[config.mk]
export PLATFORM = sky130hd
export DESIGN_NAME = variable_rate_linear_resampler_core
export DESIGN_NICKNAME = d
export VERILOG_FILES = /design/src/rtl/core/vrlr_pkg.sv /design/src/rtl/core/vrlr_fifo.sv /design/src/rtl/core/vrlr_front.sv /design/src/rtl/core/vrlr_back.sv /design/src/rtl/core/variable_rate_linear_resampler_core.sv
export VERILOG_INCLUDE_DIRS = /design/src /design/src/rtl/core
export SDC_FILE = /design/constraint.sdc
export NUM_CORES = 2
export LEC_CHECK = 0
export BUFFER_PORTS_ARGS = -buffer_cell sky130_fd_sc_hd__buf_2
export CAP_MARGIN = 10
export CORE_MARGIN = 2
export CORE_UTILIZATION = 55
export DETAILED_ROUTE_END_ITERATION = 12
export GPL_TIMING_DRIVEN = 0
export HOLD_SLACK_MARGIN = 0.12
export PLACE_DENSITY = 0.7
export SKIP_CTS_REPAIR_TIMING = 1
export SYNTH_ARGS = -nofsm -noshare
export SYNTH_HDL_FRONTEND = slang
export SYNTH_SLANG_ARGS = --single-unit
[constraint.sdc]
create_clock -name clk -period 6.34 [get_ports clk]
set_input_delay 0.634 -clock clk [delete_from_list [all_inputs] [get_ports clk]]
set_output_delay 0.634 -clock clk [all_outputs]
set_load 0.005 [all_outputs]
[src/rtl/core/variable_rate_linear_resampler_core_macros.svh]
// Assertion macros shared by the resampler RTL.
// Each expects clk and arst_n in the scope of the module that uses it.
`ifndef VARIABLE_RATE_LINEAR_RESAMPLER_CORE_MACROS_SVH
`define VARIABLE_RATE_LINEAR_RESAMPLER_CORE_MACROS_SVH

// cond must hold at every clock edge out of reset
`define VRLR_ASSERT_ALWAYS(label, cond, msg) \
	label: assert property (@(posedge clk) disable iff (!arst_n) (cond)) else $error(msg);

// pre in this cycle implies post in this cycle
`define VRLR_ASSERT_IMPLY(label, pre, post, msg) \
	label: assert property (@(posedge clk) disable iff (!arst_n) (pre) |-> (post)) \
		else $error(msg);

// pre in this cycle implies post in the next cycle
`define VRLR_ASSERT_NEXT(label, pre, post, msg) \
	label: assert property (@(posedge clk) disable iff (!arst_n) (pre) |=> (post)) \
		else $error(msg);

`endif

[src/rtl/core/vrlr_pkg.sv]
// Shared types and constants for the linear interpolation resampler.
// No dependencies; imported by vrlr_front, vrlr_back and the top level.
package vrlr_pkg;

	localparam int SAMPLE_BITS       = 24;
	localparam int FRACTION_BITS_DEF = 16;
	localparam int MAX_RESULTS       = 10;
	localparam int CNT_BITS          = $clog2(MAX_RESULTS);
	localparam int MID_DEPTH         = 2;
	localparam int OUT_DEPTH         = 4;
	localparam int OUT_CNT_BITS      = $clog2(OUT_DEPTH + 1);

	typedef struct packed {
		logic signed [SAMPLE_BITS-1:0] sample;
		logic                          last_sample;
	} in_item_t;

	typedef struct packed {
		logic signed [SAMPLE_BITS-1:0] out_sample;
		logic                          last_of_run;
	} out_item_t;

	typedef enum logic {
		KIND_PRIME,
		KIND_STEP
	} item_kind_t;

	// request handed from the front end to the interpolation back end
	typedef struct packed {
		item_kind_t                  kind;
		logic signed [SAMPLE_BITS-1:0] prev;
		logic signed [SAMPLE_BITS:0]   diff;
		logic                          last;
	} fb_item_t;

	localparam int FB_BITS  = $bits(fb_item_t);
	localparam int OUT_BITS = $bits(out_item_t);

endpackage

[src/rtl/core/vrlr_fifo.sv]
// Small register-based FIFO used between the resampler stages.
// Standalone; no package dependency.
module vrlr_fifo #(
	parameter int WIDTH = 8,
	parameter int DEPTH = 2
) (
	input  logic                             clk,
	input  logic                             arst_n,
	input  logic                             push,
	input  logic [WIDTH-1:0]                 wr_data,
	output logic                             full,
	input  logic                             pop,
	output logic [WIDTH-1:0]                 rd_data,
	output logic                             empty,
	output logic [$clog2(DEPTH+1)-1:0]       count
);

	localparam int PTR_BITS = (DEPTH > 1) ? $clog2(DEPTH) : 1;
	localparam int CW       = $clog2(DEPTH + 1);

	logic [WIDTH-1:0]    slots_q [DEPTH];
	logic [PTR_BITS-1:0] wr_q;
	logic [PTR_BITS-1:0] rd_q;
	logic [CW-1:0]       count_q;
	logic                do_push;
	logic                do_pop;

	assign full    = (count_q == CW'(DEPTH));
	assign empty   = (count_q == '0);
	assign count   = count_q;
	assign do_push = push && !full;
	assign do_pop  = pop && !empty;
	assign rd_data = slots_q[rd_q];

	always_ff @(posedge clk or negedge arst_n) begin
		if (!arst_n) begin
			wr_q    <= '0;
			rd_q    <= '0;
			count_q <= '0;
		end else begin
			if (do_push) begin
				wr_q <= (wr_q == PTR_BITS'(DEPTH - 1)) ? '0 : wr_q + 1'b1;
			end
			if (do_pop) begin
				rd_q <= (rd_q == PTR_BITS'(DEPTH - 1)) ? '0 : rd_q + 1'b1;
			end
			case ({do_push, do_pop})
				2'b10:   count_q <= count_q + 1'b1;
				2'b01:   count_q <= count_q - 1'b1;
				default: count_q <= count_q;
			endcase
		end
	end

	always_ff @(posedge clk) begin
		if (do_push) begin
			slots_q[wr_q] <= wr_data;
		end
	end

endmodule

[src/rtl/core/vrlr_front.sv]
// Front end: accepts source samples, tracks the previous sample and the
// primed flag, and classifies each request. Depends on vrlr_pkg.
module vrlr_front
	import vrlr_pkg::*;
(
	input  logic      clk,
	input  logic      arst_n,
	input  logic      push,
	input  in_item_t  src,
	input  logic      mid_full,
	output logic      mid_push,
	output fb_item_t  mid_item
);

	logic                          primed_q;
	logic signed [SAMPLE_BITS-1:0] prev_q;
	logic                          accept;

	assign accept   = push && !mid_full;
	assign mid_push = accept;

	always_comb begin
		mid_item.kind = primed_q ? KIND_STEP : KIND_PRIME;
		mid_item.prev = prev_q;
		mid_item.diff = (SAMPLE_BITS+1)'(src.sample) - (SAMPLE_BITS+1)'(prev_q);
		mid_item.last = src.last_sample;
	end

	// a last-flagged sample ends the clip and returns to the unprimed state
	always_ff @(posedge clk or negedge arst_n) begin
		if (!arst_n) begin
			primed_q <= 1'b0;
			prev_q   <= '0;
		end else if (accept) begin
			primed_q <= !src.last_sample;
			prev_q   <= src.last_sample ? '0 : src.sample;
		end
	end

endmodule

[src/rtl/core/vrlr_back.sv]
// Back end: holds the rate register, read phase and skip count, and runs
// the multiply / add pipeline that produces interpolated results.
// Depends on vrlr_pkg and the shared assertion macros.
`include "variable_rate_linear_resampler_core_macros.svh"

module vrlr_back
	import vrlr_pkg::*;
#(
	parameter int FRACTION_BITS = FRACTION_BITS_DEF
) (
	input  logic                       clk,
	input  logic                       arst_n,
	input  logic                       rate_we,
	input  logic [FRACTION_BITS+3:0]   rate_wdata,
	input  fb_item_t                   q_item,
	input  logic                       q_empty,
	output logic                       q_pop,
	input  logic [OUT_CNT_BITS-1:0]    out_count,
	output logic                       out_push,
	output out_item_t                  out_item
);

	localparam int RB = FRACTION_BITS + 4;
	localparam int PW = SAMPLE_BITS + FRACTION_BITS + 2;
	localparam logic [RB-1:0] RATE_ONE = RB'(64'd1 << FRACTION_BITS);
	localparam logic [RB-1:0] RATE_MIN = RB'(((64'd1 << FRACTION_BITS) + 64'd5) / 64'd10);
	localparam logic [RB-1:0] RATE_MAX = RB'(64'd10 << FRACTION_BITS);

	typedef enum logic {
		ST_IDLE,
		ST_RUN
	} state_t;

	state_t                        state_q;
	logic [RB-1:0]                 rate_q;
	logic [FRACTION_BITS-1:0]      phase_q;
	logic [3:0]                    skip_q;
	logic [CNT_BITS-1:0]           cnt_q;
	logic                          valid_s1;

	logic signed [SAMPLE_BITS-1:0] prev_q;
	logic signed [SAMPLE_BITS:0]   diff_q;
	logic                          last_q;
	logic signed [PW-1:0]          prod_s1;
	logic signed [SAMPLE_BITS-1:0] prev_s1;
	logic                          last_s1;

	logic [RB-1:0]                 rate_clamped;
	logic [RB-1:0]                 pos;
	logic [3:0]                    whole;
	logic                          done;
	logic                          credit_ok;
	logic                          issue;
	logic signed [PW-1:0]          diff_x;
	logic signed [PW-1:0]          phase_x;
	logic signed [PW-1:0]          prod;
	logic signed [PW-1:0]          bias;
	logic signed [PW-1:0]          term;
	logic signed [PW-1:0]          val;

	always_comb begin
		rate_clamped = rate_wdata;
		if (rate_wdata < RATE_MIN) begin
			rate_clamped = RATE_MIN;
		end
		if (rate_wdata > RATE_MAX) begin
			rate_clamped = RATE_MAX;
		end
	end

	assign pos   = RB'(phase_q) + rate_q;
	assign whole = pos[RB-1:FRACTION_BITS];
	assign done  = (whole != '0) || (cnt_q == CNT_BITS'(MAX_RESULTS - 1));

	// reserve a slot for the result still in the multiply stage
	assign credit_ok = ((OUT_CNT_BITS+1)'(out_count) + (OUT_CNT_BITS+1)'(valid_s1))
		< (OUT_CNT_BITS+1)'(OUT_DEPTH);
	assign issue = (state_q == ST_RUN) && credit_ok;
	assign q_pop = (state_q == ST_IDLE) && !q_empty;

	assign diff_x  = PW'(diff_q);
	assign phase_x = $signed(PW'({1'b0, phase_q}));
	assign prod    = diff_x * phase_x;

	// shift right with truncation toward zero
	assign bias = prod_s1[PW-1] ? $signed({{(PW-FRACTION_BITS){1'b0}}, {FRACTION_BITS{1'b1}}})
		: '0;
	assign term = (prod_s1 + bias) >>> FRACTION_BITS;
	assign val  = PW'(prev_s1) + term;

	assign out_push             = valid_s1;
	assign out_item.out_sample  = val[SAMPLE_BITS-1:0];
	assign out_item.last_of_run = last_s1;

	always_ff @(posedge clk or negedge arst_n) begin
		if (!arst_n) begin
			state_q  <= ST_IDLE;
			rate_q   <= RATE_ONE;
			phase_q  <= '0;
			skip_q   <= '0;
			cnt_q    <= '0;
			valid_s1 <= 1'b0;
		end else begin
			if (rate_we) begin
				rate_q <= rate_clamped;
			end
			valid_s1 <= issue;
			case (state_q)
				ST_IDLE: begin
					if (!q_empty) begin
						if (q_item.kind == KIND_PRIME) begin
							phase_q <= '0;
							skip_q  <= '0;
						end else if (skip_q != '0) begin
							if (q_item.last) begin
								phase_q <= '0;
								skip_q  <= '0;
							end else begin
								skip_q <= skip_q - 1'b1;
							end
						end else begin
							state_q <= ST_RUN;
							cnt_q   <= '0;
						end
					end
				end
				ST_RUN: begin
					if (credit_ok) begin
						cnt_q <= cnt_q + 1'b1;
						if (done) begin
							state_q <= ST_IDLE;
						end
						if (done && last_q) begin
							phase_q <= '0;
							skip_q  <= '0;
						end else begin
							phase_q <= pos[FRACTION_BITS-1:0];
							if (whole != '0) begin
								skip_q <= whole - 1'b1;
							end
						end
					end
				end
				default: state_q <= ST_IDLE;
			endcase
		end
	end

	always_ff @(posedge clk) begin
		if (q_pop) begin
			prev_q <= q_item.prev;
			diff_q <= q_item.diff;
			last_q <= q_item.last;
		end
		if (issue) begin
			prod_s1 <= prod;
			prev_s1 <= prev_q;
			last_s1 <= done;
		end
	end

	`VRLR_ASSERT_IMPLY(a_no_overflow, valid_s1, out_count < OUT_CNT_BITS'(OUT_DEPTH), "overflow")
	`VRLR_ASSERT_IMPLY(a_pop_when_idle, q_pop, state_q == ST_IDLE, "request taken during a run")
	`VRLR_ASSERT_ALWAYS(a_skip_range, skip_q <= 4'd9, "skip count out of range")
	`VRLR_ASSERT_IMPLY(a_cnt_range, state_q == ST_RUN, cnt_q < CNT_BITS'(MAX_RESULTS), "run too long")
	`VRLR_ASSERT_NEXT(a_run_end, issue && done, valid_s1 && last_s1 && state_q == ST_IDLE, "no run end")

endmodule

[src/rtl/core/variable_rate_linear_resampler_core.sv]
// Linear interpolation resampler. A source sample is accepted when push is
// high and full is low; interpolated results leave through empty/pop in the
// order they are made. The first sample of a clip only primes the block; a
// sample whose read positions are all skipped is taken without a result;
// any other sample starts a run of results (up to ten at the slowest rate),
// paced by the single multiplier of the back end. A two-entry
// request queue lets new samples in while a run is in progress, and a
// four-entry result queue holds finished results until they are popped.
// rate_wdata (unsigned Q4.FRACTION_BITS) is clamped to 0.1 .. 10 on write
// and should only change while no sample is in flight.
// Depends on vrlr_pkg, vrlr_fifo, vrlr_front and vrlr_back.
`include "variable_rate_linear_resampler_core_macros.svh"

module variable_rate_linear_resampler_core
	import vrlr_pkg::*;
#(
	parameter int FRACTION_BITS = FRACTION_BITS_DEF
) (
	input  logic                     clk,
	input  logic                     arst_n,
	input  logic                     push,
	input  in_item_t                 src,
	output logic                     full,
	output logic                     empty,
	input  logic                     pop,
	output out_item_t                res,
	input  logic                     rate_we,
	input  logic [FRACTION_BITS+3:0] rate_wdata
);

	localparam int MID_CW = $clog2(MID_DEPTH + 1);

	logic                              mid_push;
	fb_item_t                          mid_wr;
	logic [FB_BITS-1:0]                mid_rd;
	fb_item_t                          mid_item;
	logic                              mid_empty;
	logic                              mid_pop;
	logic [MID_CW-1:0]                 mid_count;
	logic                              out_push;
	out_item_t                         out_wr;
	logic [OUT_BITS-1:0]               out_rd;
	logic [OUT_CNT_BITS-1:0]           out_count;
	logic                              out_full;

	assign mid_item = fb_item_t'(mid_rd);
	assign res      = out_item_t'(out_rd);

	vrlr_front u_front (
		.clk      (clk),
		.arst_n   (arst_n),
		.push     (push),
		.src      (src),
		.mid_full (full),
		.mid_push (mid_push),
		.mid_item (mid_wr)
	);

	vrlr_fifo #(
		.WIDTH (FB_BITS),
		.DEPTH (MID_DEPTH)
	) u_mid_q (
		.clk     (clk),
		.arst_n  (arst_n),
		.push    (mid_push),
		.wr_data (mid_wr),
		.full    (full),
		.pop     (mid_pop),
		.rd_data (mid_rd),
		.empty   (mid_empty),
		.count   (mid_count)
	);

	vrlr_back #(
		.FRACTION_BITS (FRACTION_BITS)
	) u_back (
		.clk        (clk),
		.arst_n     (arst_n),
		.rate_we    (rate_we),
		.rate_wdata (rate_wdata),
		.q_item     (mid_item),
		.q_empty    (mid_empty),
		.q_pop      (mid_pop),
		.out_count  (out_count),
		.out_push   (out_push),
		.out_item   (out_wr)
	);

	vrlr_fifo #(
		.WIDTH (OUT_BITS),
		.DEPTH (OUT_DEPTH)
	) u_out_q (
		.clk     (clk),
		.arst_n  (arst_n),
		.push    (out_push),
		.wr_data (out_wr),
		.full    (out_full),
		.pop     (pop),
		.rd_data (out_rd),
		.empty   (empty),
		.count   (out_count)
	);

	// queue bookkeeping checks
	`VRLR_ASSERT_IMPLY(a_mid_count, full, mid_count == MID_CW'(MID_DEPTH), "request count mismatch")
	`VRLR_ASSERT_IMPLY(a_out_room, out_push, !out_full, "result written into a full queue")
	`VRLR_ASSERT_NEXT(a_full_hold, full && !mid_pop, full, "request queue drained without a pop")

endmodule
; ---- Word-level counts from Yosys, hierarchy flattened
; Memory sizes are Yosys's and may differ from the RTL's.
; Index checks and enable logic that the tools add are counted.
[word_totals]
memories = 2
output_inout_bits = 27
mem_bits_rw = 202
reg_bits = 199
[op_classes]
n_reduce_logical = 23
magnitude_cmp = 3
n_eq_ne = 16
multipliers = 1
bitwise = 1
add_sub_neg = 16
n_mux = 41
[memory_table]
columns = memory, depth, width, rd, rd_ports_with_merged_regs, write_ports, line
row1 = u_mid_q.slots_q, 2, 51, 1, 0, 1, vrlr_fifo.sv:21  ; logic [WIDTH-1:0] slots_q [DEPTH];
row2 = u_out_q.slots_q, 4, 25, 1, 0, 1, vrlr_fifo.sv:21
[op_table]
columns = operator, n
row1 = 16-bit 2-to-1 mux, 7
row2 = 4-bit 2-to-1 mux, 11
row3 = 25-bit by 17-bit multiplier with 42-bit output, 1
row4 = 40-bit adder, 1
row5 = 20-bit 2-to-1 mux, 2
row6 = 16-bit case mux with 2 select lines, 1
row7 = 24-bit by 24-bit subtractor with 25-bit output, 1
row8 = 24-bit adder, 1
row9 = 24-bit 2-to-1 mux, 1
row10 = 16-bit by 20-bit adder with 20-bit output, 1
row11 = "20-bit greater-than comparator, second input constant", 1
row12 = "20-bit by 13-bit < comparator with 1-bit output, second input constant", 1
row13 = 4-bit case mux with 2 select lines, 2
row14 = 1-bit 2-to-1 mux, 12
row15 = 4-bit AND reduction, 3
row16 = "2-bit equality test, second input constant", 5
row17 = "3-bit inequality test, second input constant", 3
row18 = 1-bit logical AND, 8
row19 = 4-bit nonzero test, 2
row20 = "4-bit by 1-bit subtractor with 4-bit output, second input constant", 2
row21 = "2-bit by 1-bit adder with 2-bit output, second input constant", 3
row22 = "2-bit inequality test, second input constant", 3
row23 = 3-bit case mux with 2 select lines, 1
row24 = 1-bit zero test, 5
row25 = 19 further kinds, 23

; ---- Longest topological paths before layout
[depth]
word_depth = 7
depth_mapped = 26
mapped_depth_nobuf = 24

; ---- Hierarchy
; Synthesis repeated with hierarchy kept, for this count alone.
[unflattened]
hier_cells = 2959
area_unflattened_um2 = 33125.5
[modules_own_cells]
columns = module, seq_area_each_um2, area_per_inst_um2, n_inst, cells_each
row1 = vrlr_back, 4635.7, 22610.4, 1, 2333
row2 = vrlr_fifo at u_mid_q, 3163.0, 4129.0, 1, 177
row3 = vrlr_fifo at u_out_q, 3178.0, 4060.1, 1, 173
row4 = vrlr_front, 625.6, 2326.0, 1, 276

; ---- Least setup slack after synthesis
; Ideal clock, no wire load.
[synth_path]
kind = register to register
from = register u_back.phase_q[3]
to = register u_back.prod_s1[41] (data pin)
path_stages_with_launch = 24
arrival_ps = 6223
setup_time_ps = 262
n_path_buf = 3
synth_period_minus_slack_ps = 6485
slack_ps = -145
path_cell_list = dfrtp_1 -> clkbuf_1 -> clkbuf_1 -> nand2_1 -> fa_1 -> fa_1 -> inv_1 -> fa_1 -> fa_1 -> fa_1 -> inv_1 -> fa_1 -> inv_1 -> ha_1 -> clkbuf_1 -> o21a_1 -> o21a_1 -> o21ai_0 -> nor3_1 -> nand3_1 -> o211a_1 -> o311a_1 -> nor3_1 -> xnor2_1
[synth_between]
elab_chain_len = 1
[synth_lines]
columns = element, line
row1 = start: declaration, vrlr_back.sv:36  ; logic [FRACTION_BITS-1:0] phase_q;
row2 = start signal: assignment, vrlr_back.sv:137  ; phase_q <= pos[FRACTION_BITS-1:0];
row3 = 25-bit by 17-bit multiplier with 42-bit output, vrlr_back.sv:83  ; assign prod = diff_x * phase_x;
row4 = via u_back.prod[41], vrlr_back.sv:56  ; logic signed [PW-1:0] prod;
row5 = end signal: assignment, vrlr_back.sv:156  ; prod_s1 <= prod;
row6 = end: declaration, vrlr_back.sv:44  ; logic signed [PW-1:0] prod_s1;
; The timed path passes the listed nets, and every way through them passes these cells.
; A chain may end at the register's enable or synchronous reset.

; ---- Worst setup path in the final report
[layout_path]
from = register u_back.phase_q[5]
to = register u_back.prod_s1[41] (data pin)
; Same word-level chain as after synthesis.

==> run metrics <==
Slew Viols, Final 0; layout cell share with drive strength beyond 1 15.3%; Worst R2R Start u_back.phase_q[5]; Final Cycle Share 103%; Final Setup Violations 4; final setup TNS -0.430 ns; drt first pass iters 5; Worst Skew 0.0226 ns; Initial Util 55.6%; crit-path max FO 10; Post-synth ARST share 20.5%; Reg clk slew, reported paths 0.06 ns; Nets 3848; Skew-Pair Late Insertion Delay 0.60 ns; Die Y 248 um; commonest non-fill, non-tap cell in the layout inv_1; Synth Instances 2992; Power Dens Cells 521 nW/um2; core area 59000 um2; Max Cap Violations 0; Arrival @ worst endpoint 6.83 ns; routed len/inst 19.8 um; Die Area 61600 um2; Port Buf Inserts 76; clk root buf clkbuf_16; worst vdd ir 0.331 mV; ANT cells 0; Worst-Margin Slew 1.20 ns; Post-DRT Antenna Nets 0; slowest cell on the critical path fa_1; initial antenna violation count 3; average cell area after synthesis 11.0 um2; WS Path Type flip-flop to flip-flop; ranking of synthesized cells by area edfxtp_1, fa_1, ha_1; dpl cells 3850; crit end category flip-flop; most used cell along the critical path fa_1; synth warn 0; Iteration-0 DRC Markers 1345; Seq/Total Area, Yosys 35.4%; Net Count, Synth 3630; row count 89; Final Hold Fails 0; total CTS buffers 44; Post-synth EDFFs 318; Die X 248 um; failing checks negative setup slack; result of the run complete, but fails checks; worst-path cell chain buf_2, and2_1, fa_1, inv_1, fa_1, fa_1, inv_1, fa_2, fa_1, inv_1, fa_1, inv_1, ha_2, nand3_2, nor2b_4, nand2_2, o2111ai_4, nand3_2, o211a_4, o311a_1, nor3_2, xnor2_2; Worst Hold Launch rate_wdata[15]; DP HPWL 63200 um; CP startpoint kind flip-flop; fmax 154 MHz; total gr overflow 0; DRC 0; Hold WC Path Type input pin to flip-flop; Slew headroom 19.4%; Yosys reg bits 400; worst-case clock buffer depth 3; min Tclk post-route 6.50 ns; Crit. Startpoint u_back.phase_q[5]; num ports 77; DP Worst Slack -1.61 ns; post-synth top area cell edfxtp_1; worst setup margin -0.160 ns; top-area cell type share of the netlist area 29.1%; distinct cell type count after synthesis 82; commonest cells after routing, fill and taps aside inv_1, fa_1, nand2_1; post-synthesis cell area 32800 um2; Synth Flop Type edfxtp_1; clk sinks 400; drt total wl 79700 um; Final Wtd Congestion 0.953; GRT Overall Usage 26.4%; slowest stage delay, CP 0.57 ns; H-tree depth 2; fin cells 4019; via count 21939; via/cell ratio 5.46; RSZ-0062 raised after global routing true; leak pwr 16.8 nW; Critical Path RT 6.67 ns; largest net degree at the start of global routing 67; CTS tree yes; area grow syn2layout 13.6%; first-pass GRT wire length 124000 um; number of global-route vias before repair 22747
-- final timing paths --
check                      slack [ns]                  to  depth (start not counted)
min reg2reg                      0.42   u_back.prev_s1[3]                          0
max                             -0.16  u_back.prod_s1[41]                         22
max in group asynchronous        5.17  u_back.phase_q[14]                          3
min                              0.27   u_back.rate_q[15]                          3
max reg2reg                     -0.16  u_back.prod_s1[41]                         22
min in group asynchronous        0.47  u_front.prev_q[23]                          2
-- Yosys cell counts (4+ instances only) --
cell       number
and3_1         14
or3_1          10
a211oi_1       12
clkbuf_1       98
nor2_1         84
o21ai_1        21
a2111oi_0       4
o31ai_1        16
o21bai_1       14
xnor2_1        88
a31oi_1        10
edfxtp_1      318
nand2b_1       38
mux4_2         25
nand3_1        33
o22a_1          4
mux2_2         51
o211ai_1        7
a21oi_1        76
and2_1        177
nor2b_1         7
nand4_1        14
nor3_1         25
o22ai_1        11
fa_1          395
o21ai_0        68
inv_1         575
nor4_1          7
nand2_1       349
xor2_1         43
or2_2           4
o21a_1         15
a21o_1         35
dfrtp_1        81
ha_1          193
-- through the flow --
step | utilization (%) | power, mW | instance area (um2) | hold WS (ns)
CTS | 60.7 | 18.3 | 35800 | -0.0834
global route | 63.1 | 21.0 | 37300 | 0.263
floorplan | - | 12.6 | 32800 | 0.338
global placement | 57.9 | 15.2 | 34200 | 0.403
finish | 63.1 | 19.4 | 37300 | 0.271
detailed placement | 58.3 | 15.6 | 34400 | 0.407
-- report_power, final --
group          internal [mW]  switching [mW]  leakage, nW
Combinational           4.91            7.06         12.1
Clock                   1.42            1.09        0.699
Sequential              4.41           0.518         4.02
-- area by class of cell --
cell class	count	area [um2]
buffer	97	714
clock buffer	51	1130
clock inverter	31	303
fill	4681	21800
inverter	575	2160
multi-input combinational	1916	19100
sequential	400	11600
tap	773	967
timing repair buffer	176	1310
-- cell families (layout without fill, tap and decap cells) --
logic type | after synthesis | in the layout | synth area share, %
xor+xnor | 131 | 131 | 3.50
compound gates | 333 | 333 | 6.66
flops | 400 | 400 | 35.4
mux | 80 | 80 | 3.59
buf+inv | 676 | 930 | 7.74
fa+ha+maj | 588 | 588 | 31.5
simple gates | 784 | 784 | 11.6
-- worst max-delay path: cells and delay by family, from the launching register on --
| kind | cells | cell delay (ns) |
|---|---|---|
| AND/OR/NAND/NOR | 6 | 0.88 |
| buffers and inverters | 5 | 0.48 |
| AO/OA/AOI/OAI | 3 | 0.75 |
| XOR/XNOR | 1 | 0.24 |
| flip-flops | 1 | 0.42 |
| adder cells (fa/ha/maj) | 7 | 3.46 |
-- state kept, by name, indices dropped and copies added, names as in the netlist --
signal,cells
u_out_q.wr_q,2
u_front.primed_q,1
u_mid_q.wr_q,1
u_back.cnt_q,4
u_back.prev_q,24
u_back.phase_q,16
u_out_q.rd_q,2
u_mid_q.slots_q,102
u_back.prev_s1,24
u_back.diff_q,25
u_back.skip_q,4
u_back.out_push,1
u_back.rate_q,20
u_back.last_q,1
u_out_q.count,3
u_back.last_s1,1
u_mid_q.count,2
u_mid_q.rd_q,1
u_back.prod_s1,41
u_back.state_q,1
u_front.prev_q,24
u_out_q.slots_q,100
-- routing by layer --
layer	wire [um]	vias to the layer above	track usage [%]
met5	18	-	0
met4	2870	2	9.31
met3	4850	144	4.45
met2	37600	626	43.4
met1	34400	11057	35.7
li1	-	10110	-
(Power assumes the default switching activity.)
